## src/bss_pkg.sv

```systemverilog
`default_nettype none
package bss_pkg;

  // Fixed field widths of the configuration registers
  localparam int unsigned LEN_FIELD_W = 5;
  localparam int unsigned GS_FIELD_W  = 4;
  // Width used for the small pattern-position arithmetic (gap start plus gap length)
  localparam int unsigned SW          = 6;
  localparam int unsigned QUEUE_DEPTH = 2;
  localparam int unsigned CFG_ADDR_W  = 6;
  localparam int unsigned CFG_DATA_W  = 64;
  localparam int unsigned GAP_VALUE_BYTES = 8;

  typedef enum logic [2:0] {
    REG_PATTERN_LOW    = 3'd0,
    REG_PATTERN_HIGH   = 3'd1,
    REG_PATTERN_LENGTH = 3'd2,
    REG_GAP_START      = 3'd3,
    REG_GAP_LENGTH     = 3'd4,
    REG_WIDE_POINTERS  = 3'd5
  } reg_idx_t;

  typedef struct packed {
    logic [63:0]            pattern_low;
    logic [63:0]            pattern_high;
    logic [LEN_FIELD_W-1:0] pattern_length;
    logic [GS_FIELD_W-1:0]  gap_start;
    logic [LEN_FIELD_W-1:0] gap_length;
    logic                   wide_pointers;
  } cfg_t;

  typedef struct packed {
    logic [7:0] data_byte;
    logic       last_byte;
  } in_item_t;

  typedef struct packed {
    logic        found;
    logic [63:0] resolved_address;
  } out_item_t;

  // One classified byte, handed from the scan front to the address back end
  typedef struct packed {
    logic        hit;
    logic        last;
    logic [63:0] value;
    logic [63:0] offset;
  } scan_evt_t;

endpackage
`default_nettype wire

```

## src/bss_front.sv

```systemverilog
`default_nettype none
module bss_front #(
  parameter int unsigned MAX_PATTERN_BYTES = 16,
  parameter int unsigned POSITION_BITS     = 32
) (
  input  wire logic               clk,
  input  wire logic               rst_n,
  input  wire bss_pkg::cfg_t      cfg,
  input  wire logic               push,
  input  wire bss_pkg::in_item_t  in_data,
  input  wire logic               q_full,
  output logic                    full,
  output logic                    evt_wr,
  output bss_pkg::scan_evt_t      evt
);

  localparam int unsigned IDX_W = (MAX_PATTERN_BYTES > 1) ? $clog2(MAX_PATTERN_BYTES) : 1;
  localparam int unsigned SW    = bss_pkg::SW;

  logic [7:0]               win_r   [MAX_PATTERN_BYTES];
  logic [7:0]               win_nxt [MAX_PATTERN_BYTES];
  logic [POSITION_BITS-1:0] pos_r, pos_nxt, pos_inc, offset;
  logic [SW-1:0]            len6, gs6, ge6, gn6, ge_raw;
  logic [127:0]             pat;
  logic [63:0]              gap_value;
  logic                     accept, sat, mismatch, hit;

  assign accept = push && !q_full;
  assign full   = q_full;
  assign pat    = {cfg.pattern_high, cfg.pattern_low};

  always_comb begin
    win_nxt[0] = in_data.data_byte;
    for (int k = 1; k < MAX_PATTERN_BYTES; k++) begin
      win_nxt[k] = win_r[k-1];
    end
  end

  // Effective window and gap bounds, all clipped to the window
  always_comb begin
    if (cfg.pattern_length == '0) begin
      len6 = SW'(1);
    end else if (SW'(cfg.pattern_length) > SW'(MAX_PATTERN_BYTES)) begin
      len6 = SW'(MAX_PATTERN_BYTES);
    end else begin
      len6 = SW'(cfg.pattern_length);
    end
    ge_raw = SW'(cfg.gap_start) + SW'(cfg.gap_length);
    gs6    = (SW'(cfg.gap_start) > len6) ? len6 : SW'(cfg.gap_start);
    ge6    = (ge_raw > len6) ? len6 : ge_raw;
    gn6    = ((ge6 - gs6) > SW'(bss_pkg::GAP_VALUE_BYTES)) ?
             SW'(bss_pkg::GAP_VALUE_BYTES) : (ge6 - gs6);
  end

  // Pattern byte i lines up with the byte received len-1-i bytes ago
  always_comb begin
    logic [SW-1:0] idx;
    mismatch = 1'b0;
    for (int i = 0; i < MAX_PATTERN_BYTES; i++) begin
      idx = len6 - SW'(1) - SW'(i);
      if ((SW'(i) < len6) && !((SW'(i) >= gs6) && (SW'(i) < ge6))) begin
        if (win_nxt[idx[IDX_W-1:0]] != pat[8*i +: 8]) begin
          mismatch = 1'b1;
        end
      end
    end
  end

  always_comb begin
    logic [SW-1:0] idx;
    gap_value = '0;
    for (int j = 0; j < bss_pkg::GAP_VALUE_BYTES; j++) begin
      idx = len6 - SW'(1) - gs6 - SW'(j);
      if (SW'(j) < gn6) begin
        gap_value[8*j +: 8] = win_nxt[idx[IDX_W-1:0]];
      end
    end
  end

  assign sat     = &pos_r;
  assign pos_inc = pos_r + POSITION_BITS'(1);
  assign pos_nxt = sat ? pos_r : pos_inc;
  assign hit     = !sat && (pos_inc >= POSITION_BITS'(len6)) && !mismatch;
  assign offset  = pos_inc - POSITION_BITS'(len6) + POSITION_BITS'(gs6);

  assign evt_wr     = accept;
  assign evt.hit    = hit;
  assign evt.last   = in_data.last_byte;
  assign evt.value  = gap_value;
  assign evt.offset = 64'(offset);

  // Window bytes need no clear: only bytes newer than the position count are ever read
  always_ff @(posedge clk) begin
    if (accept) begin
      for (int k = 0; k < MAX_PATTERN_BYTES; k++) begin
        win_r[k] <= win_nxt[k];
      end
    end
  end

  always_ff @(posedge clk) begin
    if (!rst_n) begin
      pos_r <= '0;
    end else if (accept) begin
      pos_r <= in_data.last_byte ? '0 : pos_nxt;
    end
  end

endmodule
`default_nettype wire

```

## src/bss_queue.sv

```systemverilog
`default_nettype none
module bss_queue (
  input  wire logic               clk,
  input  wire logic               rst_n,
  input  wire logic               wr_en,
  input  wire bss_pkg::scan_evt_t wr_data,
  input  wire logic               rd_en,
  output logic                    full,
  output logic                    empty,
  output bss_pkg::scan_evt_t      rd_data
);

  localparam int unsigned DEPTH = bss_pkg::QUEUE_DEPTH;
  localparam int unsigned PTR_W = (DEPTH > 1) ? $clog2(DEPTH) : 1;
  localparam int unsigned CNT_W = $clog2(DEPTH + 1);

  bss_pkg::scan_evt_t slot_r [DEPTH];
  logic [PTR_W-1:0]   wr_ptr_r, rd_ptr_r;
  logic [CNT_W-1:0]   count_r;

  assign full    = (count_r == CNT_W'(DEPTH));
  assign empty   = (count_r == '0);
  assign rd_data = slot_r[rd_ptr_r];

  always_ff @(posedge clk) begin
    if (wr_en) begin
      slot_r[wr_ptr_r] <= wr_data;
    end
  end

  always_ff @(posedge clk) begin
    if (!rst_n) begin
      wr_ptr_r <= '0;
      rd_ptr_r <= '0;
      count_r  <= '0;
    end else begin
      if (wr_en) begin
        wr_ptr_r <= (wr_ptr_r == PTR_W'(DEPTH - 1)) ? '0 : wr_ptr_r + PTR_W'(1);
      end
      if (rd_en) begin
        rd_ptr_r <= (rd_ptr_r == PTR_W'(DEPTH - 1)) ? '0 : rd_ptr_r + PTR_W'(1);
      end
      unique case ({wr_en, rd_en})
        2'b10:   count_r <= count_r + CNT_W'(1);
        2'b01:   count_r <= count_r - CNT_W'(1);
        default: count_r <= count_r;
      endcase
    end
  end

  a_no_overflow: assert property (@(posedge clk) disable iff (!rst_n)
    full |-> !wr_en || rd_en) else $error("queue write while full");
  a_no_underflow: assert property (@(posedge clk) disable iff (!rst_n)
    empty |-> !rd_en) else $error("queue read while empty");
  a_count_range: assert property (@(posedge clk) disable iff (!rst_n)
    count_r <= CNT_W'(DEPTH)) else $error("queue count out of range");

endmodule
`default_nettype wire

```

## src/bss_back.sv

```systemverilog
`default_nettype none
module bss_back (
  input  wire logic               clk,
  input  wire logic               rst_n,
  input  wire logic               wide_pointers,
  input  wire logic               q_empty,
  input  wire bss_pkg::scan_evt_t q_data,
  output logic                    q_rd,
  output logic                    empty,
  input  wire logic               pop,
  output bss_pkg::out_item_t      out_data
);

  logic        seen_r, seen_nxt;
  logic [63:0] sum_r, sum_nxt;
  logic        out_valid_r;
  logic        res_found_r;
  logic [63:0] res_sum_r;
  logic        out_pop, slot_free, take, capture;

  assign out_pop   = pop && out_valid_r;
  assign slot_free = !out_valid_r || out_pop;
  // Only a last-byte transaction needs the result slot
  assign q_rd      = !q_empty && (!q_data.last || slot_free);
  assign take      = q_rd;
  assign capture   = take && q_data.hit && !seen_r;

  always_comb begin
    seen_nxt = seen_r;
    sum_nxt  = sum_r;
    if (capture) begin
      seen_nxt = 1'b1;
      sum_nxt  = q_data.value + q_data.offset;
    end
  end

  always_ff @(posedge clk) begin
    if (!rst_n) begin
      seen_r <= 1'b0;
      sum_r  <= '0;
    end else if (take) begin
      seen_r <= q_data.last ? 1'b0 : seen_nxt;
      sum_r  <= q_data.last ? '0 : sum_nxt;
    end
  end

  always_ff @(posedge clk) begin
    if (!rst_n) begin
      out_valid_r <= 1'b0;
    end else if (take && q_data.last) begin
      out_valid_r <= 1'b1;
    end else if (out_pop) begin
      out_valid_r <= 1'b0;
    end
  end

  always_ff @(posedge clk) begin
    if (take && q_data.last) begin
      res_found_r <= seen_nxt;
      res_sum_r   <= sum_nxt;
    end
  end

  assign empty = !out_valid_r;
  assign out_data.found = res_found_r;
  // Pointer-size adjustment: add the sum's low bits (mod 4 or mod 8)
  assign out_data.resolved_address =
    res_sum_r + {61'd0, res_sum_r[2] & wide_pointers, res_sum_r[1:0]};

  a_slot_free_on_last: assert property (@(posedge clk) disable iff (!rst_n)
    (take && q_data.last) |-> slot_free) else $error("result slot overwritten");
  a_clear_after_last: assert property (@(posedge clk) disable iff (!rst_n)
    (take && q_data.last) |=> (!seen_r && sum_r == '0)) else $error("scan not cleared");
  a_none_is_zero: assert property (@(posedge clk) disable iff (!rst_n)
    (out_valid_r && !res_found_r) |-> res_sum_r == '0) else $error("miss with address");
  a_hold_result: assert property (@(posedge clk) disable iff (!rst_n)
    (out_valid_r && !pop) |=> (out_valid_r && $stable(res_sum_r)))
    else $error("pending result changed");

endmodule
`default_nettype wire

```

## src/byte_signature_scanner_unit.sv

```systemverilog
// Byte signature scanner.
// Input queue side: present one image byte per transaction on in_data with push;
// a transaction is taken at a clock edge where push is high and full is low.
// in_data.last_byte marks the final byte of an image. Result queue side: a result
// waits on out_data while empty is low and is taken with pop. One result per
// image, produced by the last byte: found and the resolved address (0 on miss).
// Throughput: one byte per cycle while full is low, set by the combinational masked
// window compare in the front stage. Result path after the last byte is taken: front
// classification into a two-entry queue, then the address adder in the back stage
// loading the result register.
// When the result register is held by a stalled receiver, bytes keep flowing
// until a last byte that cannot retire sits at the queue head and the queue fills; then full rises.
// Reset (rst_n low, synchronous) empties the queue, drops any pending result,
// clears the scan state and loads register defaults (pattern length 1, no gap,
// 8-byte pointers). Registers are written over the APB port at byte address 8*i
// and should only change while the block is idle.
`default_nettype none
module byte_signature_scanner_unit #(
  parameter int unsigned MAX_PATTERN_BYTES = 16,
  parameter int unsigned POSITION_BITS     = 32
) (
  input  wire logic                             clk,
  input  wire logic                             rst_n,
  input  wire logic                             push,
  output logic                                  full,
  input  wire bss_pkg::in_item_t                in_data,
  output logic                                  empty,
  input  wire logic                             pop,
  output bss_pkg::out_item_t                    out_data,
  input  wire logic                             psel,
  input  wire logic                             penable,
  input  wire logic                             pwrite,
  input  wire logic [bss_pkg::CFG_ADDR_W-1:0]   paddr,
  input  wire logic [bss_pkg::CFG_DATA_W-1:0]   pwdata,
  output logic [bss_pkg::CFG_DATA_W-1:0]        prdata,
  output logic                                  pready
);

  bss_pkg::cfg_t      cfg_r;
  bss_pkg::scan_evt_t evt, q_data;
  bss_pkg::reg_idx_t  reg_idx;
  logic               evt_wr, q_full, q_empty, q_rd, cfg_wr;

  assign pready  = 1'b1;
  assign cfg_wr  = psel && penable && pwrite;
  assign reg_idx = bss_pkg::reg_idx_t'(paddr[5:3]);

  always_ff @(posedge clk) begin
    if (!rst_n) begin
      cfg_r.pattern_low    <= '0;
      cfg_r.pattern_high   <= '0;
      cfg_r.pattern_length <= bss_pkg::LEN_FIELD_W'(1);
      cfg_r.gap_start      <= '0;
      cfg_r.gap_length     <= '0;
      cfg_r.wide_pointers  <= 1'b1;
    end else if (cfg_wr) begin
      unique case (reg_idx)
        bss_pkg::REG_PATTERN_LOW:    cfg_r.pattern_low    <= pwdata;
        bss_pkg::REG_PATTERN_HIGH:   cfg_r.pattern_high   <= pwdata;
        bss_pkg::REG_PATTERN_LENGTH: cfg_r.pattern_length <= pwdata[bss_pkg::LEN_FIELD_W-1:0];
        bss_pkg::REG_GAP_START:      cfg_r.gap_start      <= pwdata[bss_pkg::GS_FIELD_W-1:0];
        bss_pkg::REG_GAP_LENGTH:     cfg_r.gap_length     <= pwdata[bss_pkg::LEN_FIELD_W-1:0];
        bss_pkg::REG_WIDE_POINTERS:  cfg_r.wide_pointers  <= pwdata[0];
        default: ;
      endcase
    end
  end

  always_comb begin
    unique case (reg_idx)
      bss_pkg::REG_PATTERN_LOW:    prdata = cfg_r.pattern_low;
      bss_pkg::REG_PATTERN_HIGH:   prdata = cfg_r.pattern_high;
      bss_pkg::REG_PATTERN_LENGTH: prdata = 64'(cfg_r.pattern_length);
      bss_pkg::REG_GAP_START:      prdata = 64'(cfg_r.gap_start);
      bss_pkg::REG_GAP_LENGTH:     prdata = 64'(cfg_r.gap_length);
      bss_pkg::REG_WIDE_POINTERS:  prdata = 64'(cfg_r.wide_pointers);
      default:                     prdata = '0;
    endcase
  end

  bss_front #(
    .MAX_PATTERN_BYTES (MAX_PATTERN_BYTES),
    .POSITION_BITS     (POSITION_BITS)
  ) u_front (
    .clk     (clk),
    .rst_n   (rst_n),
    .cfg     (cfg_r),
    .push    (push),
    .in_data (in_data),
    .q_full  (q_full),
    .full    (full),
    .evt_wr  (evt_wr),
    .evt     (evt)
  );

  bss_queue u_queue (
    .clk     (clk),
    .rst_n   (rst_n),
    .wr_en   (evt_wr),
    .wr_data (evt),
    .rd_en   (q_rd),
    .full    (q_full),
    .empty   (q_empty),
    .rd_data (q_data)
  );

  bss_back u_back (
    .clk           (clk),
    .rst_n         (rst_n),
    .wide_pointers (cfg_r.wide_pointers),
    .q_empty       (q_empty),
    .q_data        (q_data),
    .q_rd          (q_rd),
    .empty         (empty),
    .pop           (pop),
    .out_data      (out_data)
  );

endmodule
`default_nettype wire
```

## config.mk

```make
export PLATFORM = sky130hd
export DESIGN_NAME = byte_signature_scanner_unit
export DESIGN_NICKNAME = d
export VERILOG_FILES = /design/src/bss_pkg.sv /design/src/bss_front.sv /design/src/bss_queue.sv /design/src/bss_back.sv /design/src/byte_signature_scanner_unit.sv
export SDC_FILE = /design/constraint.sdc
export NUM_CORES = 2
export LEC_CHECK = 0
export BUFFER_PORTS_ARGS = -buffer_cell sky130_fd_sc_hd__buf_2
export CORE_UTILIZATION = 35
export CTS_CLUSTER_SIZE = 16
export DETAILED_ROUTE_END_ITERATION = 16
export PLACE_DENSITY = 0.5
export SLEW_MARGIN = 25
export SYNTH_ARGS = -nofsm -noshare
export SYNTH_HDL_FRONTEND = slang
export SYNTH_SLANG_ARGS = --single-unit
```

## constraint.sdc

```tcl
create_clock -name clk -period 8.8 [get_ports clk]
set_input_delay 0.44 -clock clk [delete_from_list [all_inputs] [get_ports clk]]
set_output_delay 0.44 -clock clk [all_outputs]
set_load 0.005 [all_outputs]
```

### Yosys cells after proc, flatten, opt, wreduce, memory -nomap -nowiden

Memories as Yosys holds them, arrays and structs flattened. A register that Yosys moved wholly into a read port is not among the register bits.
Index checks and enable logic that the tools add are counted.

* memories: 2
* logic and storage cells: 400
* output and inout port bits: 132
* RAM bits: 324
* register bits: 310

* reductions and logical operators: 80
* eq/ne operators: 25
* add/sub/neg operators: 35
* $lt $le $gt $ge: 85
* bitwise gates (word level): 25
* mux-type cells: 133

Memories
* u_queue.slot_r: words 2, width 98, rd ports 1, clocked after Yosys merged registers in 1, wr ports 1, line bss_queue.sv:17 `bss_pkg::scan_evt_t slot_r [DEPTH];`
* u_front.win_r: words 16, width 8, rd ports 15, clocked after Yosys merged registers in 0, wr ports 16, line bss_front.sv:20 `logic [7:0] win_r [MAX_PATTERN_BYTES];`

Operators with widths (count)
* $bmux 8 s4: 24
* $mux 8: 56
* $pmux 64 s6: 1
* $mux 64: 2
* $ne 8x8->1: 16
* $ge 5x5->1 const B: 24
* $not 4->5: 24
* $add 64x3->64: 1
* $add 64x64->64: 1
* $mux 32: 2
* $ge 4x6->1 const A: 8
* $lt 3x6->1 const A: 8
* $lt 4x6->1 const A: 8
* $logic_and 1x1->1: 42
* $mux 1: 42
* $lt 4x5->1 const A: 8
* $add 32x1->32 const B: 1
* $add 32x6->32: 1
* $ge 32x5->1: 1
* $reduce_and 32->1: 1
* $sub 32x5->32: 1
* $sub 4x3->4 const B: 8
* $sub 4x4->4 const B: 8
* $ge 3x6->1 const A: 4
* 36 further kinds: 91

### Depth between registers and ports, before layout

* depth in word-level cells: 43
* mapped depth: 28
* mapped depth without buffers: 28

### By module

From an unflattened synthesis, not the netlist that was laid out.

* cells, all modules: 4588
* area, all modules: 49940.4 um^2

Modules (own cells, without submodules)
* bss_front: times used 1, cells each 2321, area each 24100.6 um^2, seq. area each 4244.1 um^2
* bss_back: times used 1, cells each 1190, area each 9995.8 um^2, seq. area each 3273.1 um^2
* bss_queue: times used 1, cells each 426, area each 9582.9 um^2, seq. area each 7907.6 um^2
* byte_signature_scanner_unit: times used 1, cells each 651, area each 6261.0 um^2, seq. area each 2862.7 um^2

### Least setup slack after synthesis

OpenSTA, ideal clock, no wires.

* path kind: register to register
* start: reg cfg_r[13] in the netlist's numbering
* end: mem u_queue.slot_r[0][58] in the netlist's numbering, data pin
* cell stages (with the launch flop): 24
* slack: 976 ps
* buffers on the path: 8
* arrival: 7567 ps
* period minus slack after synthesis: 7824 ps
* cells stage by stage: dfxtp_1 buf_6 or4_4 nand2_4 buf_4 buf_2 clkbuf_1 ha_1 nor2b_1 o21a_1 o21a_1 o21ai_1 mux2i_1 inv_1 fa_1 clkbuf_1 clkbuf_1 clkbuf_1 inv_1 ha_1 xnor2_1 clkbuf_1 mux4_2 and2_1

RTL lines
* start: declaration: line byte_signature_scanner_unit.sv:39 `bss_pkg::cfg_t cfg_r;`
* end: declaration: line bss_queue.sv:17

==> summary.md <==
The run finished with clean final reports. Averaged over all synthesized cells, the footprint is 10.7 sq um. The logs give 0 for the hold buffer count at cts and 8 for the number of search-and-repair iterations in the first detailed-routing pass.

The total count of hold-check failures in the final report is 0. Cells with a size suffix above 1 make up 19.9% of the layout. The sequential fraction of the synthesis area was 36.6%.

The worst reg2reg path depth is 22. From left edge to right edge, the die measures 360 microns. The worst path needs 7.24 ns of the cycle, external delays included. The clock drives 627 sinks. Registers are responsible for 37.0% of the overall power. For the worst setup path, the data required time is 9.14 ns. For the net switching power of the design, the log shows 4.15 mW.

The slowest stage of the critical path is the mux2i_1 cell. For this run, design rule violations remaining after detail routing come to 0. The number of gates resized after CTS was 0.

Number of rows in the core area: 130. Compared with the post-synthesis result, the final layout area differs by 12.1%. The tools report the setup TNS as 0 ns. The floorplan core area is 126000 sq um, and the post-synthesis sequential element count is 627.

Post-synthesis async set-or-reset flop share: 0%. Counting flops with a built-in enable in the synthesized netlist gives 381. Data on the critical path arrives at its endpoint at 7.58 ns. The count of pins over their slew limit was 0; the max-slew headroom at the worst pin was 25.0%. The largest net degree at the start of global routing came out at 95. Walking the worst path, the cells encountered are inv_1 -> fa_1 -> inv_1 -> a21o_1 -> a21oi_1 -> xnor2_1 -> ha_1 -> o22ai_1 -> a21oi_1 -> nor2_1 -> mux2i_1 -> inv_1 -> ha_1 -> o21ai_0 -> a21boi_0 -> o21ai_0 -> inv_1 -> o21ai_0 -> nor2_1 -> nand2_1 -> o31ai_2 -> a211oi_1. In this run the worst path has a maximum fanout of 13. The commonest cells after synthesis are nand2_1 (641), edfxtp_1 (381), mux4_2 (335).

For the number of setup violations in the final report, the log shows 0. The net count of the finished layout is 4513. The number of antenna violations at the first check in global routing is 13. The global placement routability congestion came out at 0.943. The number of cells traversed by the worst hold path is 3. First-pass GRT wire length: 216 mm.

The vertical die dimension was 360 microns; the number of design-rule violations left by the first detailed-router iteration was 3122. In this run, CTS created clock tree buffers numbering 75. The total overflow reported by the global router was 0. The buffer count from post-CTS setup fixing came out at 0. For the number of cells in the finished layout apart from fillers, the log shows 6002. The run gives 4198 as the cell count after synthesis.

Counting tap cells, the placed design contains a total of 5862 instances. The estimated wirelength of the detail-placed design is 107 mm. The die covers 129000 sq um. The number of global-route vias before repair is 32600, and the stage delay of the slowest cell on the critical path is 0.98 ns.

The final route contains 34900 vias. TritonCTS built the clock tree. After synthesis, the cell types taking the most area are edfxtp_1 (26%), mux4_2 (17%), dfxtp_1 (11%), mux2i_1 (5.7%), nand2_1 (5.4%). Setup repair after global routing left no endpoint under its margin. edfxtp_1 takes more of the synthesized area than any other cell. The most used flip-flop cell after synthesis is edfxtp_1.

The most used cell along the critical path is inv_1. In this run the remaining antenna-violating nets after routing total 0. Of the total power, combinational logic draws 34.6%. The overall routing resource usage was 21.9%; the final setup skew was 0.0278 ns. For this run, the number of Yosys warnings is 0. Summed over its instances, the top area cell type makes up 25.6% of the synthesized netlist area. Type of the setup path with the least slack: flop to flop.

For flop-to-flop paths, the worst setup slack is 1.56 ns. The post-route clock period utilization came out at 82.2%. Max-cap violations in this run came to 0. Across the VDD grid, the largest voltage drop is 0.145 mV. After clock tree synthesis, the clock-pin slew on the worst setup and hold paths is 0.06 ns.

The critical register-to-register path startpoint was cfg_r[7]. The run gives 84 as the unique cell type count in the Yosys netlist. In the final routed layout, each cell accounts on average for 24.2 microns. Clock tree synthesis selected as its root buffer the cell clkbuf_16. The longest clock path from root to sink contains 3 buffers. Critical path capture point type: a flop. The kind of start point of the critical path is a flop. The analysis attributes to cell leakage a power of 18.4 nW. The netlist area before placement is 44800 sq um, and the number of input and output port buffers inserted is 212.

Using the TritonRoute via totals, the vias-per-cell ratio works out to 5.81. In this run the critical register-to-register path is captured at u_queue.slot_r[1][72]. The achievable clock frequency is 138 MHz, and the total power after layout is 11.5 mW.

The run gives 218 as the total I/O pin count. Per report_power, the clock group accounts for 28.4% of the total. By instance count, the leading cell after synthesis is nand2_1. The run gives 39.8% as the utilization of the core after routing.

In this run the number of H-tree levels came out at 3. Dividing total power by cell area gives a power density of 229 nW/um^2. In this run switching power makes up 36.1% of total power. The tools report the internal power contribution as 7.36 mW. After detailed routing, the total wire length is 146 mm. At the pin with the least slew margin, the transition time is 1.09 ns. The run gives 0.66 ns as the source-to-sink clock delay at the later pin of the worst-skew pair. Path class of the lowest-slack min-delay path: input pin to flop. The worst hold path begins at pwdata[8]. Worst min-delay path endpoint: cfg_r[87].

Once the floorplan was initialized, standard cells occupied 35.5% of the core.
==> through the flow <==
step / setup WS, ns / area, sq um / hold slack, ns
3_5_place_dp: 1.51 / 47600 / 0.441
2_1_floorplan: 0.976 / 44800 / 0.425
3_3_place_gp: 1.54 / 47600 / 0.433
4_1_cts: 1.44 / 50200 / 0.00970
5_1_grt: 1.08 / 50200 / 0.0333
6_report: 1.56 / 50200 / 0.0460
==> state kept, by name, summed over array words and instances, names as in the netlist, named ones only <==
name,count
u_back.sum_r,64
u_front.pos_r,32
u_back.seen_r,1
u_queue.slot_r,196
cfg_r,143
u_back.out_valid_r,1
u_queue.count_r,2
u_back.res_found_r,1
u_queue.rd_ptr_r,1
u_queue.wr_ptr_r,1
u_back.res_sum_r,64
u_front.win_r,120
==> how the worst max path moves through the flow <==
| stage | from | slack [ns] | depth (start not counted) | end |
|---|---|---|---|---|
| after floorplan | cfg_r[13] | 0.98 | 23 | u_queue.slot_r[0][58] |
| after global placement | cfg_r[14] | 1.54 | 20 | u_queue.slot_r[0][97] |
| after global routing | cfg_r[14] | 1.08 | 19 | u_queue.slot_r[0][97] |
| after detailed placement | cfg_r[14] | 1.51 | 20 | u_queue.slot_r[1][97] |
| after CTS | cfg_r[14] | 1.44 | 20 | u_queue.slot_r[0][97] |
| final | cfg_r[7] | 1.56 | 22 | u_queue.slot_r[1][72] |
==> area by class of cell <==
class | instances | area (sq um)
Antenna cell | 1 | 2.50
Clock buffer | 94 | 2050
Multi-Input combinational cell | 3204 | 27200
Inverter | 99 | 382
Clock inverter | 45 | 532
Fill cell | 12200 | 76000
Tap cell | 1650 | 2060
Sequential cell | 627 | 16400
Timing Repair Buffer | 282 | 1610
==> cells in the final DEF, fill, tap and decap left out, types with 15 or more instances in the layout <==
cell,count
nand2_1,638
edfxtp_1,381
mux4_2,335
mux2i_1,257
dfxtp_1,245
buf_2,211
xnor2_1,203
o21ai_0,155
a21boi_0,144
nor2b_1,134
ha_1,128
a21oi_1,122
nor2_1,118
xor2_1,104
inv_1,92
nand3_1,92
clkbuf_16,78
mux2_2,70
buf_4,68
a211oi_1,64
and3_1,61
a22o_1,60
nand4_1,48
a21o_1,46
nor3_1,44
a31oi_1,37
and2_1,33
a22oi_1,30
o22ai_1,27
nand2b_1,17
o211ai_1,17
nor4_1,16
o21bai_1,15
==> per-layer routing <==
layer / wire length [microns] / GRT usage [%]
met5: 96 / 0
met4: 6560 / 9.13
met3: 10800 / 4.32
met2: 62200 / 32.2
met1: 65800 / 31.4
==> power groups by stage <==
stage               Combinational, mW  Clock [mW]  Sequential, mW
detailed placement               3.96           0            4.29
global placement                 3.95           0            4.28
global route                     4.30        3.45            4.30
finish                           3.98        3.27            4.26
floorplan                        2.75           0            4.08
CTS                              3.98        3.35            4.23
==> kinds of logic after synthesis <==
logic type	count (synthesis)	share of synthesized area, %
simple gates	1270	13.3
other cells	2	0.0168
flops	627	36.6
compound gates	814	12.3
xor+xnor	317	6.25
mux	662	24.4
fa+ha+maj	138	3.99
buf+inv	368	3.28
==> critical path, delay by kind of cell (launching register included) <==
family                     cells  cell delay [ns]
AOI/OAI and AO/OA             10             2.25
xor gates and xnor gates       1             0.45
adders and majority gates      3             1.15
buffers and inverters          4             0.38
DFF                            1             0.51
muxes                          1             0.98
and+or+nand+nor                3             1.19
Power figures use the tool's default switching activity.
